<file path="src/rtl/core/sum8_checked_frame_deframer_core_defines.svh">
// Assertion macros for the sum8 checked frame deframer.
`ifndef SUM8_CHECKED_FRAME_DEFRAMER_CORE_DEFINES_SVH
`define SUM8_CHECKED_FRAME_DEFRAMER_CORE_DEFINES_SVH

`ifndef SYNTH
`define SFD_ASSERT_SAME(lbl, ante, cons) \
  lbl: assert property (@(posedge clk) disable iff (!rst_n) (ante) |-> (cons)) \
    else $error("deframer check failed");
`define SFD_ASSERT_NEXT(lbl, ante, cons) \
  lbl: assert property (@(posedge clk) disable iff (!rst_n) (ante) |=> (cons)) \
    else $error("deframer check failed");
`else
`define SFD_ASSERT_SAME(lbl, ante, cons)
`define SFD_ASSERT_NEXT(lbl, ante, cons)
`endif

`endif

</file>
<file path="src/rtl/core/sfd_pkg.sv">
package sfd_pkg;

  typedef enum logic [2:0] {
    PH_IDLE     = 3'd0,
    PH_HEADER   = 3'd1,
    PH_FUNC     = 3'd2,
    PH_LEN_LO   = 3'd3,
    PH_PAYLOAD  = 3'd4,
    PH_CHECKSUM = 3'd5
  } phase_t;

  typedef enum logic [2:0] {
    ERR_NONE      = 3'd0,
    ERR_FUNC_MARK = 3'd1,
    ERR_BAD_LEN   = 3'd2,
    ERR_OVERFLOW  = 3'd3,
    ERR_CHECKSUM  = 3'd4,
    ERR_SIZE      = 3'd5
  } err_t;

  localparam logic [1:0] CFG_HEADER_BYTE   = 2'd0;
  localparam logic [1:0] CFG_FRAME_MARK    = 2'd1;
  localparam logic [1:0] CFG_MAX_FRAME_LEN = 2'd2;

  localparam logic [15:0] MIN_FRAME_LEN = 16'd5;
  // Header, function mark and the two length bytes precede the payload.
  localparam logic [15:0] PAYLOAD_OFS   = 16'd4;

  typedef struct packed {
    logic [7:0] data;
    logic       is_header;
    logic       is_fmark;
  } byte_cls_t;

  typedef struct packed {
    logic [7:0]  data_byte;
    logic        in_payload;
    logic [15:0] payload_index;
    logic        frame_end;
    logic        frame_good;
    err_t        error_code;
    logic [15:0] frame_len_seen;
    logic [31:0] good_frames;
    logic [31:0] error_total;
    logic [31:0] overrun_total;
    phase_t      hunt_phase;
  } result_t;

endpackage

</file>
<file path="src/rtl/core/sum8_checked_frame_deframer_core.sv">
// Channel  | Direction | Handshake          | Word
// ---------+-----------+--------------------+-------------------------------------
// in_      | input     | in_valid/in_stall  | in_rx_byte
// out_     | output    | out_valid/out_stall| status of one byte, eleven fields
// cfg_     | input     | cfg_we             | cfg_index selects, cfg_wdata value
//
// One word is accepted per cycle while in_stall is low; one status word leaves per accepted word.
// A word passes the classifier and a two-entry queue, then the parser updates
// its state and loads the output register.
// Reset is synchronous on rst_n; the block takes words as soon as it is released.
// A stalled output holds its word; the queue fills, then in_stall rises.
module sum8_checked_frame_deframer_core (
  input  logic        clk,
  input  logic        rst_n,
  input  logic        in_valid,
  output logic        in_stall,
  input  logic [7:0]  in_rx_byte,
  output logic        out_valid,
  input  logic        out_stall,
  output logic [7:0]  out_data_byte,
  output logic        out_in_payload,
  output logic [15:0] out_payload_index,
  output logic        out_frame_end,
  output logic        out_frame_good,
  output logic [2:0]  out_error_code,
  output logic [15:0] out_frame_len_seen,
  output logic [31:0] out_good_frames,
  output logic [31:0] out_error_total,
  output logic [31:0] out_overrun_total,
  output logic [2:0]  out_hunt_phase,
  input  logic        cfg_we,
  input  logic [1:0]  cfg_index,
  input  logic [15:0] cfg_wdata
);
  import sfd_pkg::*;

`include "sum8_checked_frame_deframer_core_defines.svh"

  logic [7:0]  header_byte_r;
  logic [7:0]  frame_mark_r;
  logic [15:0] max_frame_len_r;
  logic        q_valid;
  logic        q_pop;
  byte_cls_t   q_item;
  result_t     res;

  always_ff @(posedge clk) begin
    if (!rst_n) begin
      header_byte_r   <= 8'd85;
      frame_mark_r    <= 8'd4;
      max_frame_len_r <= 16'd256;
    end else if (cfg_we) begin
      unique case (cfg_index)
        CFG_HEADER_BYTE:   header_byte_r   <= cfg_wdata[7:0];
        CFG_FRAME_MARK:    frame_mark_r    <= cfg_wdata[7:0];
        CFG_MAX_FRAME_LEN: max_frame_len_r <= cfg_wdata;
        default: ;
      endcase
    end
  end

  sfd_front u_front (
    .clk           (clk),
    .rst_n         (rst_n),
    .in_valid      (in_valid),
    .in_stall      (in_stall),
    .in_rx_byte    (in_rx_byte),
    .header_byte   (header_byte_r),
    .frame_mark    (frame_mark_r),
    .q_pop         (q_pop),
    .q_valid       (q_valid),
    .q_item        (q_item)
  );

  sfd_back u_back (
    .clk           (clk),
    .rst_n         (rst_n),
    .q_valid       (q_valid),
    .q_item        (q_item),
    .q_pop         (q_pop),
    .max_frame_len (max_frame_len_r),
    .out_stall     (out_stall),
    .out_valid     (out_valid),
    .out_res       (res)
  );

  assign out_data_byte      = res.data_byte;
  assign out_in_payload     = res.in_payload;
  assign out_payload_index  = res.payload_index;
  assign out_frame_end      = res.frame_end;
  assign out_frame_good     = res.frame_good;
  assign out_error_code     = res.error_code;
  assign out_frame_len_seen = res.frame_len_seen;
  assign out_good_frames    = res.good_frames;
  assign out_error_total    = res.error_total;
  assign out_overrun_total  = res.overrun_total;
  assign out_hunt_phase     = res.hunt_phase;

  `SFD_ASSERT_SAME(a_good_is_clean_end, out_valid && out_frame_good, out_frame_end && out_error_code == ERR_NONE)
  `SFD_ASSERT_SAME(a_error_ends_frame, out_valid && out_error_code != ERR_NONE, out_frame_end && !out_frame_good)
  `SFD_ASSERT_SAME(a_end_returns_idle, out_valid && out_frame_end, out_hunt_phase == PH_IDLE)
  `SFD_ASSERT_NEXT(a_stalled_word_kept, out_valid && out_stall, out_valid && $stable(res))

endmodule

</file>
<file path="src/rtl/core/sfd_front.sv">
module sfd_front (
  input  logic              clk,
  input  logic              rst_n,
  input  logic              in_valid,
  output logic              in_stall,
  input  logic [7:0]        in_rx_byte,
  input  logic [7:0]        header_byte,
  input  logic [7:0]        frame_mark,
  input  logic              q_pop,
  output logic              q_valid,
  output sfd_pkg::byte_cls_t q_item
);
  import sfd_pkg::*;

  byte_cls_t   q_r [2];
  logic        wr_ptr_r, wr_ptr_nxt;
  logic        rd_ptr_r, rd_ptr_nxt;
  logic [1:0]  count_r, count_nxt;
  logic        push;
  byte_cls_t   cls;

  assign in_stall = (count_r == 2'd2);
  assign push     = in_valid && !in_stall;
  assign q_valid  = (count_r != 2'd0);
  assign q_item   = q_r[rd_ptr_r];

  // The compares against configuration are done here so the parser only sees flags.
  always_comb begin
    cls.data      = in_rx_byte;
    cls.is_header = (in_rx_byte == header_byte);
    cls.is_fmark  = (in_rx_byte == frame_mark);
  end

  always_comb begin
    wr_ptr_nxt = push ? ~wr_ptr_r : wr_ptr_r;
    rd_ptr_nxt = q_pop ? ~rd_ptr_r : rd_ptr_r;
    count_nxt  = count_r + {1'b0, push} - {1'b0, q_pop};
  end

  always_ff @(posedge clk) begin
    if (!rst_n) begin
      wr_ptr_r <= 1'b0;
      rd_ptr_r <= 1'b0;
      count_r  <= 2'd0;
    end else begin
      wr_ptr_r <= wr_ptr_nxt;
      rd_ptr_r <= rd_ptr_nxt;
      count_r  <= count_nxt;
    end
  end

  always_ff @(posedge clk) begin
    if (push) begin
      q_r[wr_ptr_r] <= cls;
    end
  end

endmodule

</file>
<file path="src/rtl/core/sfd_back.sv">
module sfd_back (
  input  logic               clk,
  input  logic               rst_n,
  input  logic               q_valid,
  input  sfd_pkg::byte_cls_t q_item,
  output logic               q_pop,
  input  logic [15:0]        max_frame_len,
  input  logic               out_stall,
  output logic               out_valid,
  output sfd_pkg::result_t   out_res
);
  import sfd_pkg::*;

  phase_t      phase_r, phase_nxt;
  logic [15:0] total_len_r, total_len_nxt;
  logic [15:0] byte_pos_r, byte_pos_nxt;
  logic [7:0]  sum_r, sum_nxt;
  logic [31:0] good_r, good_nxt;
  logic [31:0] err_r, err_nxt;
  logic [31:0] ovr_r, ovr_nxt;
  logic        out_valid_r;
  result_t     res_r, res_nxt;

  logic [7:0]  b;
  logic [15:0] len_full;
  logic [15:0] pos_inc;
  logic        in_pay;
  logic [15:0] pidx;
  logic        fend;
  logic        fgood;
  err_t        ecode;

  assign out_valid = out_valid_r;
  assign out_res   = res_r;
  assign q_pop     = q_valid && (!out_valid_r || !out_stall);

  assign b        = q_item.data;
  assign len_full = {b, total_len_r[7:0]};
  assign pos_inc  = byte_pos_r + 16'd1;

  always_comb begin
    phase_nxt     = phase_r;
    total_len_nxt = total_len_r;
    byte_pos_nxt  = byte_pos_r;
    sum_nxt       = sum_r;
    good_nxt      = good_r;
    err_nxt       = err_r;
    ovr_nxt       = ovr_r;
    in_pay        = 1'b0;
    pidx          = 16'd0;
    fend          = 1'b0;
    fgood         = 1'b0;
    ecode         = ERR_NONE;
    unique case (phase_r)
      PH_HEADER: begin
        if (q_item.is_fmark) begin
          phase_nxt    = PH_FUNC;
          byte_pos_nxt = pos_inc;
          sum_nxt      = sum_r + b;
        end else begin
          phase_nxt = PH_IDLE;
          err_nxt   = err_r + 32'd1;
          ecode     = ERR_FUNC_MARK;
          fend      = 1'b1;
        end
      end
      PH_FUNC: begin
        total_len_nxt = {8'd0, b};
        byte_pos_nxt  = pos_inc;
        sum_nxt       = sum_r + b;
        phase_nxt     = PH_LEN_LO;
      end
      PH_LEN_LO: begin
        total_len_nxt = len_full;
        byte_pos_nxt  = pos_inc;
        sum_nxt       = sum_r + b;
        if (len_full < MIN_FRAME_LEN || len_full > max_frame_len) begin
          phase_nxt = PH_IDLE;
          err_nxt   = err_r + 32'd1;
          ovr_nxt   = ovr_r + 32'd1;
          ecode     = ERR_BAD_LEN;
          fend      = 1'b1;
        end else if (len_full == MIN_FRAME_LEN) begin
          phase_nxt = PH_CHECKSUM;
        end else begin
          phase_nxt = PH_PAYLOAD;
        end
      end
      PH_PAYLOAD: begin
        in_pay       = 1'b1;
        pidx         = byte_pos_r - PAYLOAD_OFS;
        byte_pos_nxt = pos_inc;
        sum_nxt      = sum_r + b;
        if ((pos_inc - PAYLOAD_OFS) >= (total_len_r - MIN_FRAME_LEN)) begin
          phase_nxt = PH_CHECKSUM;
        end
        // Only reachable if the length limit was lowered in the middle of a frame.
        if (pos_inc >= max_frame_len) begin
          phase_nxt = PH_IDLE;
          err_nxt   = err_r + 32'd1;
          ovr_nxt   = ovr_r + 32'd1;
          ecode     = ERR_OVERFLOW;
          fend      = 1'b1;
        end
      end
      PH_CHECKSUM: begin
        byte_pos_nxt = pos_inc;
        fend         = 1'b1;
        phase_nxt    = PH_IDLE;
        if (b == sum_r) begin
          if (pos_inc == total_len_r) begin
            good_nxt = good_r + 32'd1;
            fgood    = 1'b1;
          end else begin
            err_nxt = err_r + 32'd1;
            ecode   = ERR_SIZE;
          end
        end else begin
          err_nxt = err_r + 32'd1;
          ecode   = ERR_CHECKSUM;
        end
      end
      default: begin
        phase_nxt = PH_IDLE;
        if (q_item.is_header) begin
          sum_nxt      = b;
          byte_pos_nxt = 16'd1;
          phase_nxt    = PH_HEADER;
        end
      end
    endcase

    res_nxt.data_byte      = b;
    res_nxt.in_payload     = in_pay;
    res_nxt.payload_index  = pidx;
    res_nxt.frame_end      = fend;
    res_nxt.frame_good     = fgood;
    res_nxt.error_code     = ecode;
    res_nxt.frame_len_seen = total_len_nxt;
    res_nxt.good_frames    = good_nxt;
    res_nxt.error_total    = err_nxt;
    res_nxt.overrun_total  = ovr_nxt;
    res_nxt.hunt_phase     = phase_nxt;
  end

  always_ff @(posedge clk) begin
    if (!rst_n) begin
      phase_r     <= PH_IDLE;
      total_len_r <= 16'd0;
      byte_pos_r  <= 16'd0;
      sum_r       <= 8'd0;
      good_r      <= 32'd0;
      err_r       <= 32'd0;
      ovr_r       <= 32'd0;
      out_valid_r <= 1'b0;
    end else begin
      if (q_pop) begin
        phase_r     <= phase_nxt;
        total_len_r <= total_len_nxt;
        byte_pos_r  <= byte_pos_nxt;
        sum_r       <= sum_nxt;
        good_r      <= good_nxt;
        err_r       <= err_nxt;
        ovr_r       <= ovr_nxt;
        out_valid_r <= 1'b1;
      end else if (!out_stall) begin
        out_valid_r <= 1'b0;
      end
    end
  end

  always_ff @(posedge clk) begin
    if (q_pop) begin
      res_r <= res_nxt;
    end
  end

endmodule

</file>
<file path="config.mk">
export PLATFORM = sky130hd
export DESIGN_NAME = sum8_checked_frame_deframer_core
export DESIGN_NICKNAME = d
export VERILOG_FILES = /design/src/rtl/core/sfd_pkg.sv /design/src/rtl/core/sum8_checked_frame_deframer_core.sv /design/src/rtl/core/sfd_front.sv /design/src/rtl/core/sfd_back.sv
export VERILOG_INCLUDE_DIRS = /design/src /design/src/rtl/core
export SDC_FILE = /design/constraint.sdc
export NUM_CORES = 1
export LEC_CHECK = 0
export BUFFER_PORTS_ARGS = -buffer_cell sky130_fd_sc_hd__clkbuf_2
export CAP_MARGIN = 30
export CORE_MARGIN = 4
export CORE_UTILIZATION = 35
export DETAILED_ROUTE_END_ITERATION = 7
export GPL_ROUTABILITY_DRIVEN = 0
export GPL_TIMING_DRIVEN = 0
export SKIP_LAST_GASP = 1
export SLEW_MARGIN = 20
export SYNTH_ARGS = -nofsm -noshare
export SYNTH_HDL_FRONTEND = slang
export SYNTH_SLANG_ARGS = --single-unit
export TNS_END_PERCENT = 20
</file>
<file path="constraint.sdc">
create_clock -name clk -period 8.36 [get_ports clk]
set_input_delay 0 -clock clk [delete_from_list [all_inputs] [get_ports clk]]
set_output_delay 0 -clock clk [all_outputs]
set_load 0.02 [all_outputs]
</file>
==> summary.txt, run 1 <==
Netlist cell types - 73
Die area - 56,200 µm²
Vias in the first global route - 15,200
Global-route wire length before repair - 86.9 mm
Crit path DAT - 6950 ps
Power share of the combinational group - 34.1%
Layout cell share with drive strength beyond 1 - 12.9%
Std cell rows - 83
Worst-Skew Late Latency - 570 ps
Root cell of the clock tree - clkbuf_16
Post-CTS Setup Bufs - 0
Worst-margin pin slew - 946 ps
Pint - 3.90 mW
Adder-cell share of the synthesized area - 4.54%
Power Density - 289 nW/µm²
DRT antenna net count - 0
FF-to-FF path depth - 14
Sw power - 2.42 mW
Switching share of power - 38.2%
Post-layout nets - 2,292
Synth Warn # - 0
Net Count, Synth - 2,035
Final hold violations - 0
Synthesized area per cell - 9.47 µm²
Initial Util - 35.6%
Leak - 8.33 nW
Cell Area, Synth - 18,400 µm²
Nature of the critical path endpoint - flip-flop
Mux cell area share after synthesis - 2.97%
Hold Crit Depth - 5
Synth area leader - edfxtp_1
Max-cap violations - 0
Fmax - 151 MHz
1st-pass router iterations - 5
Reg2reg end - u_back.out_res[30]$_DFFE_PP_
Synth Instances - 1,938
Total CTS buffers - 39
Outcome - finished, final reports clean
Remaining Overflow, GRT - 0
Cell Count, Final, Fillers Out - 2,905
Post-synthesis xor/xnor area fraction - 9.26%
Main combinational cell family by area after synthesis - simple AND/OR/NAND/NOR gates
#FFs+latches synth - 342
Worst Min Path Start - cfg_we
H-tree Lvls - 2
Final HPWL DP - 41.8 mm
CTS tree - yes
CTS Hold Bufs - 33
Kind of critical path - reg2reg
WHS Endpoint - max_frame_len_r[5]$_SDFFE_PN0P_
Sequential power share - 38.4%
Clock Pin Slew Worst Setup and Hold Paths - 60 ps
Via density - 5.42
Seq/Total Area, Yosys - 46.3%
CP Launch Type - flip-flop
Die width - 237 µm
Area growth syn-to-layout - 18.9%
FF-to-FF Start - u_back.byte_pos_r[0]$_SDFFE_PN0P_
Largest net degree at the start of global routing - 32
CP max FO - 11
Required @ worst endpoint - 8680 ps
Most frequent cells after synthesis - nand2_1 (190), dfxtp_1 (177), edfxtp_1 (165)
Area fraction of the dominant cell type after synthesis - 27.0%
Clock Path Buffers - 3
Pwr Total - 6.32 mW
Worst Clk Skew - 35.1 ps
Slew margin rel. - 35.2%
Total wire length - 55.6 mm
Worst vdd ir - 0.166 mV
Initial antenna violation count - 0
Worst reg2reg setup slack - 1730 ps
Number of clock sinks - 342
I/O pin count - 178
Drt initial violations - 1,462
Top-count cell post-synth - nand2_1
Fraction of registers with async set or reset after synthesis - 0%
IO Port Bufs - 176
Antenna diode count - 0
Tot GR Track Use - 19.2%
Top cells by area, synth - edfxtp_1 (27%), dfxtp_1 (19%), xnor2_1 (5.8%), ha_1 (4.4%), a21oi_1 (4.0%)
Hold Crit Class - in2reg
Core box area - 51,600 µm²
Final Max Slew Viols - 0
Setup tns final - 0 ps
Post-synthesis simple-gate area fraction - 19.8%
Vias post-DR - 15,700
Minimum clock period - 6630 ps
RSZ-0062 raised after global routing - false
Clock power share - 27.5%
Final Cycle Share - 79.3%
Final setup vio count - 0
Die Span Y - 237 µm
Per-cell routed wire length - 19.1 µm
Compound-gate portion of the synthesized area - 12.9%
Post_cts resized - 0
Ys flop type - dfxtp_1
DRC - 0
Placed instance count - 2,801
EDFF count, synth - 165
## sequential cells by signal, indices dropped and copies added, names as in the netlist, named ones only
| register | flops |
|---|---|
| frame_mark_r | 8 |
| header_byte_r | 8 |
| max_frame_len_r | 16 |
| u_back.byte_pos_r | 16 |
| u_back.err_r | 32 |
| u_back.good_r | 32 |
| u_back.out_res | 145 |
| u_back.out_valid | 1 |
| u_back.ovr_r | 32 |
| u_back.phase_r | 3 |
| u_back.sum_r | 8 |
| u_back.total_len_r | 16 |
| u_front.count_r | 2 |
| u_front.q_r | 20 |
| u_front.rd_ptr_r | 1 |
| u_front.wr_ptr_r | 1 |
## through the flow
step                hold slack (ps)  setup WS (ps)  utilization (%)  area [µm²]
CTS                            58.4           1930             42.3       21800
global placement                232          -1110             38.9       20100
finish                         90.6           1730             42.3       21800
floorplan                      98.9           1800                -       18400
global route                    106           1470             42.3       21800
detailed placement              238           1940             39.2       20200
## final cells by class
cell class	instances	area, µm²
buffer	114	452
clock buffer	47	1090
clock inverter	24	208
fill	5046	29800
inverter	86	323
multi-input combinational	1396	9090
sequential	342	8500
tap	680	851
timing repair buffer	216	1320
## power by group through the flow
stage | Combinational, mW | Sequential (mW) | Clock [mW]
6_report | 2.15 | 2.43 | 1.74
4_1_cts | 2.17 | 2.43 | 1.78
3_3_place_gp | 2.05 | 2.56 | 0
2_1_floorplan | 0.906 | 2.88 | 0
5_1_grt | 2.33 | 2.46 | 1.85
3_5_place_dp | 2.15 | 2.47 | 0
## kinds of logic (layout without fill, tap and decap cells)
family,after synthesis,count (layout)
AOI/OAI and AO/OA,379,379
xor gates and xnor gates,186,186
adders and majority gates,66,66
buffers and inverters,200,487
DFF,342,342
muxes,54,54
and+or+nand+nor,711,711
## how the worst max path moves through the flow
stage / startpoint / endpoint / slack [ps] / cells past startpoint
5_1_grt: u_back.byte_pos_r[0]$_SDFFE_PN0P_ / u_back.out_res[30]$_DFFE_PP_ / 1470 / 14
3_5_place_dp: u_back.byte_pos_r[0]$_SDFFE_PN0P_ / u_back.out_res[30]$_DFFE_PP_ / 1940 / 14
6_report: u_back.byte_pos_r[0]$_SDFFE_PN0P_ / u_back.out_res[30]$_DFFE_PP_ / 1730 / 14
2_1_floorplan: u_back.out_valid$_SDFFE_PN0P_ / u_front.count_r[1]$_SDFF_PN0_ / 1800 / 11
3_3_place_gp: u_back.out_valid$_SDFFE_PN0P_ / u_front.count_r[1]$_SDFF_PN0_ / -1110 / 11
4_1_cts: u_back.byte_pos_r[0]$_SDFFE_PN0P_ / u_back.out_res[30]$_DFFE_PP_ / 1930 / 14
## worst max-delay path, cell delays in order, from the launching register on
cell      delay [ps]
dfxtp_1          630
nand4_1          470
nor4_2           600
xor2_1           540
ha_1             350
and4_1           210
a211oi_1         370
o211ai_1         280
a21oi_1          740
or2_2            230
clkbuf_1         330
clkbuf_1         510
clkbuf_1         620
nor2_1           130
xor2_1           370
## layout by cell type, fill, tap and decap left out, types with 6 or more instances in the layout
cell type        n
clkbuf_16       41
and2_1           8
or3_1           24
a21oi_1        147
inv_1           86
o31ai_1         42
clkbuf_1        97
a21o_1          19
o21bai_1        12
or2_2            6
a211oi_1        17
dlygate4sd3_1   33
nor3_1          45
nor3b_1          8
nor2_1         153
clkinv_2         9
edfxtp_1       165
ha_1            65
nand2b_1        30
nand2_1        190
buf_2           11
nor4_1          27
buf_1            6
xnor2_1        121
nor2b_1          6
xor2_1          60
or4_1           45
clkbuf_2       176
o211ai_1         7
nand4_1         41
mux2i_1         50
nand3_1         64
dfxtp_1        177
clkinvlp_4       6
o21ai_0         70
a22oi_1          7
and3_1          31
and4_1          10
## layer usage
metal | vias up | routed length (µm) | GRT usage, %
li1 | 7502 | - | -
met1 | 7577 | 24500 | 26.2
met2 | 575 | 26000 | 32.0
met3 | 89 | 3720 | 2.89
met4 | 0 | 1350 | 5.13
met5 | - | 0 | 0
Power figures use the tool's default switching activity.
==> inputs of run 2 (changes only) <==
- ABC_AREA: default -> 1
- clock period: 8.36 -> 6.4 ns (I/O delays scaled with it)
==> run 2 against run 1 <==
Against the previous run:
- sequential power up 67%
- sequential share of layout area down 0.60 points
- critical path depth up 10
- critical path type unchanged
- largest power group is now combinational logic
- highest routed layer unchanged
==> summary.txt, run 2 <==
Outcome - finished, final reports clean
DRT antenna net count - 0 (unchanged)
Vias in the first global route - 15,700 (+2.9%)
Fill cell count - 5,278 (+4.6%)
Hold Crit Depth - 5 (unchanged)
Post-CTS Setup Bufs - 0 (unchanged)
Post-synthesis xor/xnor area fraction - 5.03% (-4.2 points)
Tot GR Track Use - 18.6% (-0.59 points)
H-tree Lvls - 2 (unchanged)
Total wire length - 55.0 mm (-1.2%)
Crit path DAT - 4530 ps (-2420 ps)
Post-layout nets - 2,687 (+17%)
Post-synthesis simple-gate area fraction - 20.8% (+1.0 points)
Mux cell area share after synthesis - 0.0534% (-2.9 points)
Minimum clock period - 4060 ps (-2570 ps)
Top cells by area, synth - edfxtp_1 (26%), dfxtp_1 (19%), nand2_1 (7.8%), inv_1 (7.5%), o21ai_0 (4.8%)
Drt initial violations - 1,118 (-24%)
Main combinational cell family by area after synthesis - simple AND/OR/NAND/NOR gates
Setup tns final - 0 ps (unchanged)
Vias post-DR - 16,600 (+5.6%)
Post_cts resized - 0 (unchanged)
Max-cap violations - 0 (unchanged)
Initial antenna violation count - 0 (unchanged)
Cell Area, Synth - 18,700 µm² (+2.1%)
Leak - 10.2 nW (+23%)
Power share of the combinational group - 44.7% (+11 points)
Compound-gate portion of the synthesized area - 14.3% (+1.4 points)
Synth Instances - 2,335 (+20%)
IO Port Bufs - 176 (unchanged)
DRC - 0 (unchanged)
Nature of the critical path endpoint - flip-flop
FF-to-FF path depth - 24 (+10)
Initial Util - 35.5% (-0.046 points)
Post-route cell area - 22,200 µm² (+1.6%)
Max reg flops - 145 (unchanged)
Die area - 57,300 µm² (+2.0%)
Via density - 5.02 (-7.3%)
Leading cell type in the layout, fill and taps excluded - nand2_1
Sw power - 5.11 mW (+110%)
Die width - 239 µm (+1.0%)
Fraction of registers with async set or reset after synthesis - 0% (unchanged)
Net Count, Synth - 2,432 (+20%)
Synth area leader - edfxtp_1
Slew margin rel. - 37.1% (+1.9 points)
Netlist cell types - 55 (-25%)
Kind of critical path - reg2reg
Final hold violations - 0 (unchanged)
CP max FO - 8 (-3)
WHS Endpoint - u_back.err_r[4]$_SDFFE_PN0P_
Final HPWL DP - 41.0 mm (-1.8%)
Switching share of power - 44.8% (+6.5 points)
Top-count cell post-synth - nand2_1
Worst Min Path Start - rst_n
Sequential power share - 35.5% (-2.9 points)
Per-cell routed wire length - 16.6 µm (-13%)
Seq/Total Area, Yosys - 45.3% (-0.95 points)
Number of clock sinks - 342 (unchanged)
CP Launch Type - flip-flop
Clock Path Buffers - 3 (unchanged)
Hold Crit Class - in2reg
RSZ-0062 raised after global routing - false
Synth Warn # - 0 (unchanged)
Area fraction of the dominant cell type after synthesis - 26.4% (-0.55 points)
Ys flop type - dfxtp_1
Worst reg2reg setup slack - 2340 ps (+610 ps)
Root cell of the clock tree - clkbuf_16
Worst vdd ir - 0.261 mV (+58%)
Die Span Y - 239 µm (+1.0%)
CTS Hold Bufs - 34 (+3.0%)
Final setup vio count - 0 (unchanged)
Clock power share - 19.8% (-7.7 points)
Largest net degree at the start of global routing - 97 (+200%)
Power Density - 515 nW/µm² (+78%)
EDFF count, synth - 165 (unchanged)
Register area - 8500 µm² (unchanged)
Core box area - 52,800 µm² (+2.2%)
Reg2reg end - u_back.phase_r[0]$_SDFFE_PN0P_
Most frequent cells in the layout - nand2_1 (389), inv_1 (376), nor2_1 (205)
Layout cell share with drive strength beyond 1 - 13.5% (+0.56 points)
Global-route wire length before repair - 84.8 mm (-2.4%)
Worst-Skew Late Latency - 570 ps (about the same)
Fmax - 246 MHz (+63%)
Remaining Overflow, GRT - 0 (unchanged)
FF-to-FF Start - u_back.byte_pos_r[0]$_SDFFE_PN0P_
Final Cycle Share - 63.5% (-16 points)
Area occupied by multi-input gates - 8370 µm² (-7.9%)
Cell Area, Placed - 20,500 µm² (+1.6%)
Pint - 6.31 mW (+62%)
Most frequent cells after synthesis - nand2_1 (389), inv_1 (376), nor2_1 (205)
Adder-cell share of the synthesized area - 4.45% (-0.093 points)
1st-pass router iterations - 7 (+2)
I/O pin count - 178 (unchanged)
CTS tree - yes
#FFs+latches synth - 342 (unchanged)
Std cell rows - 84 (+1.2%)
Required @ worst endpoint - 6870 ps (-1810 ps)
Worst Clk Skew - 16.8 ps (-18.2 ps)
Worst-margin pin slew - 936 ps (-9.29 ps)
Final Max Slew Viols - 0 (unchanged)
Total CTS buffers - 40 (+2.6%)
Area growth syn-to-layout - 18.3%
Antenna diode count - 0 (unchanged)
Synthesized area per cell - 8.03 µm² (-15%)
Clock Pin Slew Worst Setup and Hold Paths - 60 ps (about the same)
run 2: changes by cell type after synthesis, moves of 52 or more:
cell | before | now
inv_1 | 86 | 376
nand2_1 | 190 | 389
nand3_1 | 64 | 116
nor2_1 | 153 | 205
o21ai_0 | 70 | 178
xnor2_1 | 121 | 15
run 2: logic make-up (layout without fill, tap and decap cells):
group	Yosys count	in the layout
xor gates and xnor gates	106	106
DFF	342	342
adders and majority gates	66	66
AOI/OAI and AO/OA	487	487
muxes	1	1
and+or+nand+nor	867	867
buffers and inverters	466	753
run 2: how the worst max path moves through the flow:
stage	slack (ps)	startpoint	end	cells after the start
finish	2340	u_back.byte_pos_r[0]$_SDFFE_PN0P_	u_back.phase_r[0]$_SDFFE_PN0P_	24
CTS	2380	u_back.byte_pos_r[0]$_SDFFE_PN0P_	u_back.phase_r[0]$_SDFFE_PN0P_	24
global placement	430	u_front.count_r[0]$_SDFF_PN0_	u_front.count_r[1]$_SDFF_PN0_	10
global route	1950	u_back.byte_pos_r[0]$_SDFFE_PN0P_	u_back.phase_r[0]$_SDFFE_PN0P_	24
floorplan	2290	u_back.out_valid$_SDFFE_PN0P_	u_front.count_r[1]$_SDFF_PN0_	11
detailed placement	2400	u_back.byte_pos_r[0]$_SDFFE_PN0P_	u_back.phase_r[0]$_SDFFE_PN0P_	24
run 2: layer usage:
metal | GRT usage [%] | wire length, µm | share of wire, %
met1 | 25.0 | 24700 | 45
met2 | 30.3 | 25100 | 46
met3 | 3.80 | 3630 | 6.6
met4 | 5.91 | 1530 | 2.8
met5 | 0 | 0 | 0
run 2: per-stage QoR:
stage	hold slack (ps)	power, mW	utilization [%]	worst slack [ps]	std cells
6_report	73.8	11.4	42.0	2340	3310
5_1_grt	76.8	12.2	42.0	1950	3310
4_1_cts	165	11.5	42.0	2380	3308
3_5_place_dp	238	9.15	38.9	2400	3200
3_3_place_gp	232	9.04	38.8	426	3199
2_1_floorplan	98.9	7.39	-	2290	2335
run 2: final cells by class:
class | instances | share of cell area [%]
buffer | 84 | 2.03
clock buffer | 48 | 4.71
clock inverter | 26 | 1.09
inverter | 382 | 6.49
multi-input combinational | 1527 | 37.8
sequential | 342 | 38.3
tap | 688 | 3.88
timing repair buffer | 213 | 5.73
run 2: critical path, cell delays in order (launching register included):
cell and delay [ps]:
dfxtp_1 530, ha_1 240, nand2_1 130, inv_1 150
nand2_1 80, nand2_1 70, nand2_2 110, nor2_1 120
nand3_1 130, or3_1 380, nor3_2 200, nand3b_1 180
nor3_2 150, xor2_1 170, ha_1 270, nand2_1 90
inv_1 50, nand3_1 120, inv_1 50, a21oi_1 170
nand3_1 140, nand2_1 90, nand4_1 130, o21ai_0 170
inv_1 60
run 2: power groups by stage:
stage | Sequential, mW | Combinational [mW] | Clock (mW)
final | 4.05 | 5.10 | 2.26
after global routing | 4.15 | 5.65 | 2.41
after CTS | 4.06 | 5.10 | 2.33
after detailed placement | 4.09 | 5.06 | 0
after global placement | 4.13 | 4.91 | 0
after floorplan | 4.56 | 2.83 | 0
==> inputs of run 3 (changes only) <==
- clock period: 6.4 -> 3.85 ns (I/O delays scaled with it)
==> run 3 against run 2 <==
Against the previous run:
- fmax up 12%
- cell count up 0.30%
- combinational power rose by 66%
- sequential share of layout area fell by 0.26 points
- non-clock buffer count rose by 11
- utilization is 0.35 points higher
- first-iteration DRC count up 8.1%
- total power is 67% higher
- via count shrank 0.95%
- register-to-register slack lost 2100 ps
- sequential cell count is the same
- largest power group unchanged
- highest routed layer unchanged
==> summary.txt, run 3 (same netlist as run 2, synthesis figures left out) <==
Outcome - finished, final reports clean
Crit-path cells - ha_4 > nand2_2 > inv_2 > nand2_1 > nand2_1 > nand2_2 > nor2_2 > nand3_2 > or3_4 > nor3_4 > nand3b_1 > nor3_2 > xor2_1 > ha_1 > nand2_1 > inv_1 > nand3_1 > inv_1 > a21oi_1 > nand3_1 > nand2_1 > nand4_1 > o21ai_1 > inv_1
Clock power share - 20.0% (+0.2 points)
Power Density - 851 nW/µm² (+65%)
Per-cell routed wire length - 16.5 µm (-0.89%)
Vias post-DR - 16,500 (-0.95%)
H-tree Lvls - 2 (unchanged)
Worst vdd ir - 0.447 mV (+71%)
Sw power - 8.41 mW (+65%)
Std cell rows - 84 (unchanged)
Crit path buf inv count - 4 (unchanged)
Initial antenna violation count - 1 (+1)
Fin util - 42.4% (+0.35 points)
WHS Endpoint - u_back.err_r[4]$_SDFFE_PN0P_
Setup tns final - 0 ps (unchanged)
Remaining Overflow, GRT - 0 (unchanged)
Top Family by Delay on Critical Path - simple AND/OR/NAND/NOR gates
Pwr Total - 19.0 mW (+67%)
Worst-margin pin slew - 918 ps (-18.0 ps)
Slew margin rel. - 38.3% (+1.2 points)
I/O pin count - 178 (unchanged)
DRT antenna net count - 0 (unchanged)
Required @ worst endpoint - 4300 ps (-2570 ps)
Core box area - 52,800 µm² (unchanged)
Total wire length - 54.6 mm (-0.59%)
1st-pass router iterations - 5 (-2)
Total CTS buffers - 40 (unchanged)
Most used cell, CP - nand2_1
Leak - 10.3 nW (+0.54%)
Reg2reg end - u_back.phase_r[0]$_SDFFE_PN0P_
Power share of the combinational group - 44.6% (about the same)
FF-to-FF Start - u_back.byte_pos_r[0]$_SDFFE_PN0P_
Worst reg2reg setup slack - 220 ps (-2120 ps)
Global-route wire length before repair - 84.7 mm (-0.13%)
Minimum clock period - 3630 ps (-434 ps)
Pint - 10.6 mW (+68%)
Post-layout nets - 2,698 (+0.41%)
Via density - 4.96 (-1.2%)
Antenna diode count - 0 (unchanged)
Clock Pin Slew Worst Setup and Hold Paths - 60 ps (about the same)
Die Span Y - 239 µm (unchanged)
Max-cap violations - 0 (unchanged)
Root cell of the clock tree - clkbuf_16
RSZ-0062 raised after global routing - true
Crit-path slowest cell - dfxtp_4
Kind of critical path - reg2reg
Tot GR Track Use - 18.6% (-0.056 points)
Worst-Skew Late Latency - 570 ps (about the same)
Final setup vio count - 0 (unchanged)
Final Cycle Share - 94.3% (+31 points)
Sequential power share - 35.3% (-0.2 points)
CP Launch Type - flip-flop
Hold Crit Depth - 4 (-1)
Final hold violations - 0 (unchanged)
Number of clock sinks - 342 (unchanged)
FF-to-FF path depth - 24 (unchanged)
Nature of the critical path endpoint - flip-flop
DRC - 0 (unchanged)
Die width - 239 µm (unchanged)
Largest net degree at the start of global routing - 98 (+1.0%)
Area growth syn-to-layout - 19.3%
Clock Path Buffers - 3 (unchanged)
Die area - 57,300 µm² (unchanged)
Fmax - 276 MHz (+12%)
Switching share of power - 44.2% (-0.54 points)
Worst Clk Skew - 21.4 ps (+4.54 ps)
Max reg flops - 145 (unchanged)
Drt initial violations - 1,208 (+8.1%)
CP max FO - 6 (-2)
CTS tree - yes
Final HPWL DP - 41.0 mm (-0.11%)
Final Max Slew Viols - 0 (unchanged)
Initial Util - 35.5% (unchanged)
Most frequent cells in the layout - nand2_1 (385), inv_1 (375), nor2_1 (203)
Worst Min Path Start - rst_n
Vias in the first global route - 15,600 (-0.35%)
Layout cell share with drive strength beyond 1 - 14.3% (+0.86 points)
Post-route cell area - 22,400 µm² (+0.83%)
Crit path largest cell delay - 400 ps (-130 ps)
Hold Crit Class - in2reg
Crit path DAT - 4080 ps (-450 ps)
IO Port Bufs - 176 (unchanged)
Cell Area, Placed - 20,500 µm² (about the same)
Leading cell type in the layout, fill and taps excluded - nand2_1
run 3: cell type report:
class	count	area, µm²
Buffer	84	468
Fill cell	5310	30400
Tap cell	688	861
Inverter	382	1440
Timing Repair Buffer	224	1340
Clock buffer	50	1080
Multi-Input combinational cell	1527	8430
Sequential cell	342	8510
Clock inverter	23	230
run 3: metal layers:
layer | share of wire [%] | vias to the layer above | global-route usage, %
met5 | 0 | - | 0
met3 | 6.3 | 82 | 2.88
met4 | 2.8 | 0 | 6.46
met2 | 45 | 551 | 29.9
li1 | - | 8232 | -
met1 | 46 | 7602 | 25.5
run 3: worst max path at each step:
stage,start,endpoint,slack [ps],depth (start not counted)
after floorplan,u_back.byte_pos_r[3]$_SDFFE_PN0P_,u_back.phase_r[0]$_SDFFE_PN0P_,560,24
after global placement,u_front.count_r[0]$_SDFF_PN0_,u_front.count_r[1]$_SDFF_PN0_,-790,10
after detailed placement,u_back.byte_pos_r[0]$_SDFFE_PN0P_,u_back.phase_r[0]$_SDFFE_PN0P_,-140,24
after CTS,u_back.byte_pos_r[0]$_SDFFE_PN0P_,u_back.phase_r[0]$_SDFFE_PN0P_,20,24
after global routing,u_back.byte_pos_r[2]$_SDFFE_PN0P_,u_back.phase_r[0]$_SDFFE_PN0P_,-60,24
final,u_back.byte_pos_r[0]$_SDFFE_PN0P_,u_back.phase_r[0]$_SDFFE_PN0P_,220,24
run 3: worst reg2reg max path, stage by stage (launching register included):
cell	delay [ps]
dfxtp_4	400
ha_4	150
nand2_2	80
inv_2	100
nand2_1	70
nand2_1	80
nand2_2	100
nor2_2	110
nand3_2	100
or3_4	370
nor3_4	210
nand3b_1	140
nor3_2	210
xor2_1	180
ha_1	260
nand2_1	90
inv_1	50
nand3_1	100
inv_1	50
a21oi_1	150
nand3_1	120
nand2_1	90
nand4_1	130
o21ai_1	150
inv_1	50
run 3: per-stage QoR:
step / hold slack (ps) / std cells / worst slack [ps]
global placement: 232 / 3199 / -794
finish: 175 / 3320 / 221
detailed placement: 240 / 3200 / -144
global route: 196 / 3320 / -64.9
floorplan: 98.9 / 2335 / 559
CTS: 166 / 3306 / 23.9
run 3: power groups by stage:
stage,sequential [mW],clock [mW],combinational [mW]
2_1_floorplan,7.54,0,4.71
3_3_place_gp,6.82,0,8.16
3_5_place_dp,6.79,0,8.42
4_1_cts,6.74,3.92,8.49
5_1_grt,6.90,4.07,9.43
6_report,6.73,3.81,8.49
run 3: what timing repair did:
| item | in CTS | in global routing |
|---|---|---|
| pin swaps | 0 | 10 |
| endpoints found under the hold margin | 55 | 0 |
| hold buffers | 33 | 0 |
| resized for setup | 4 | 21 |
| setup endpoints to repair | 2 | 19 |
| setup buffers | 0 | 14 |
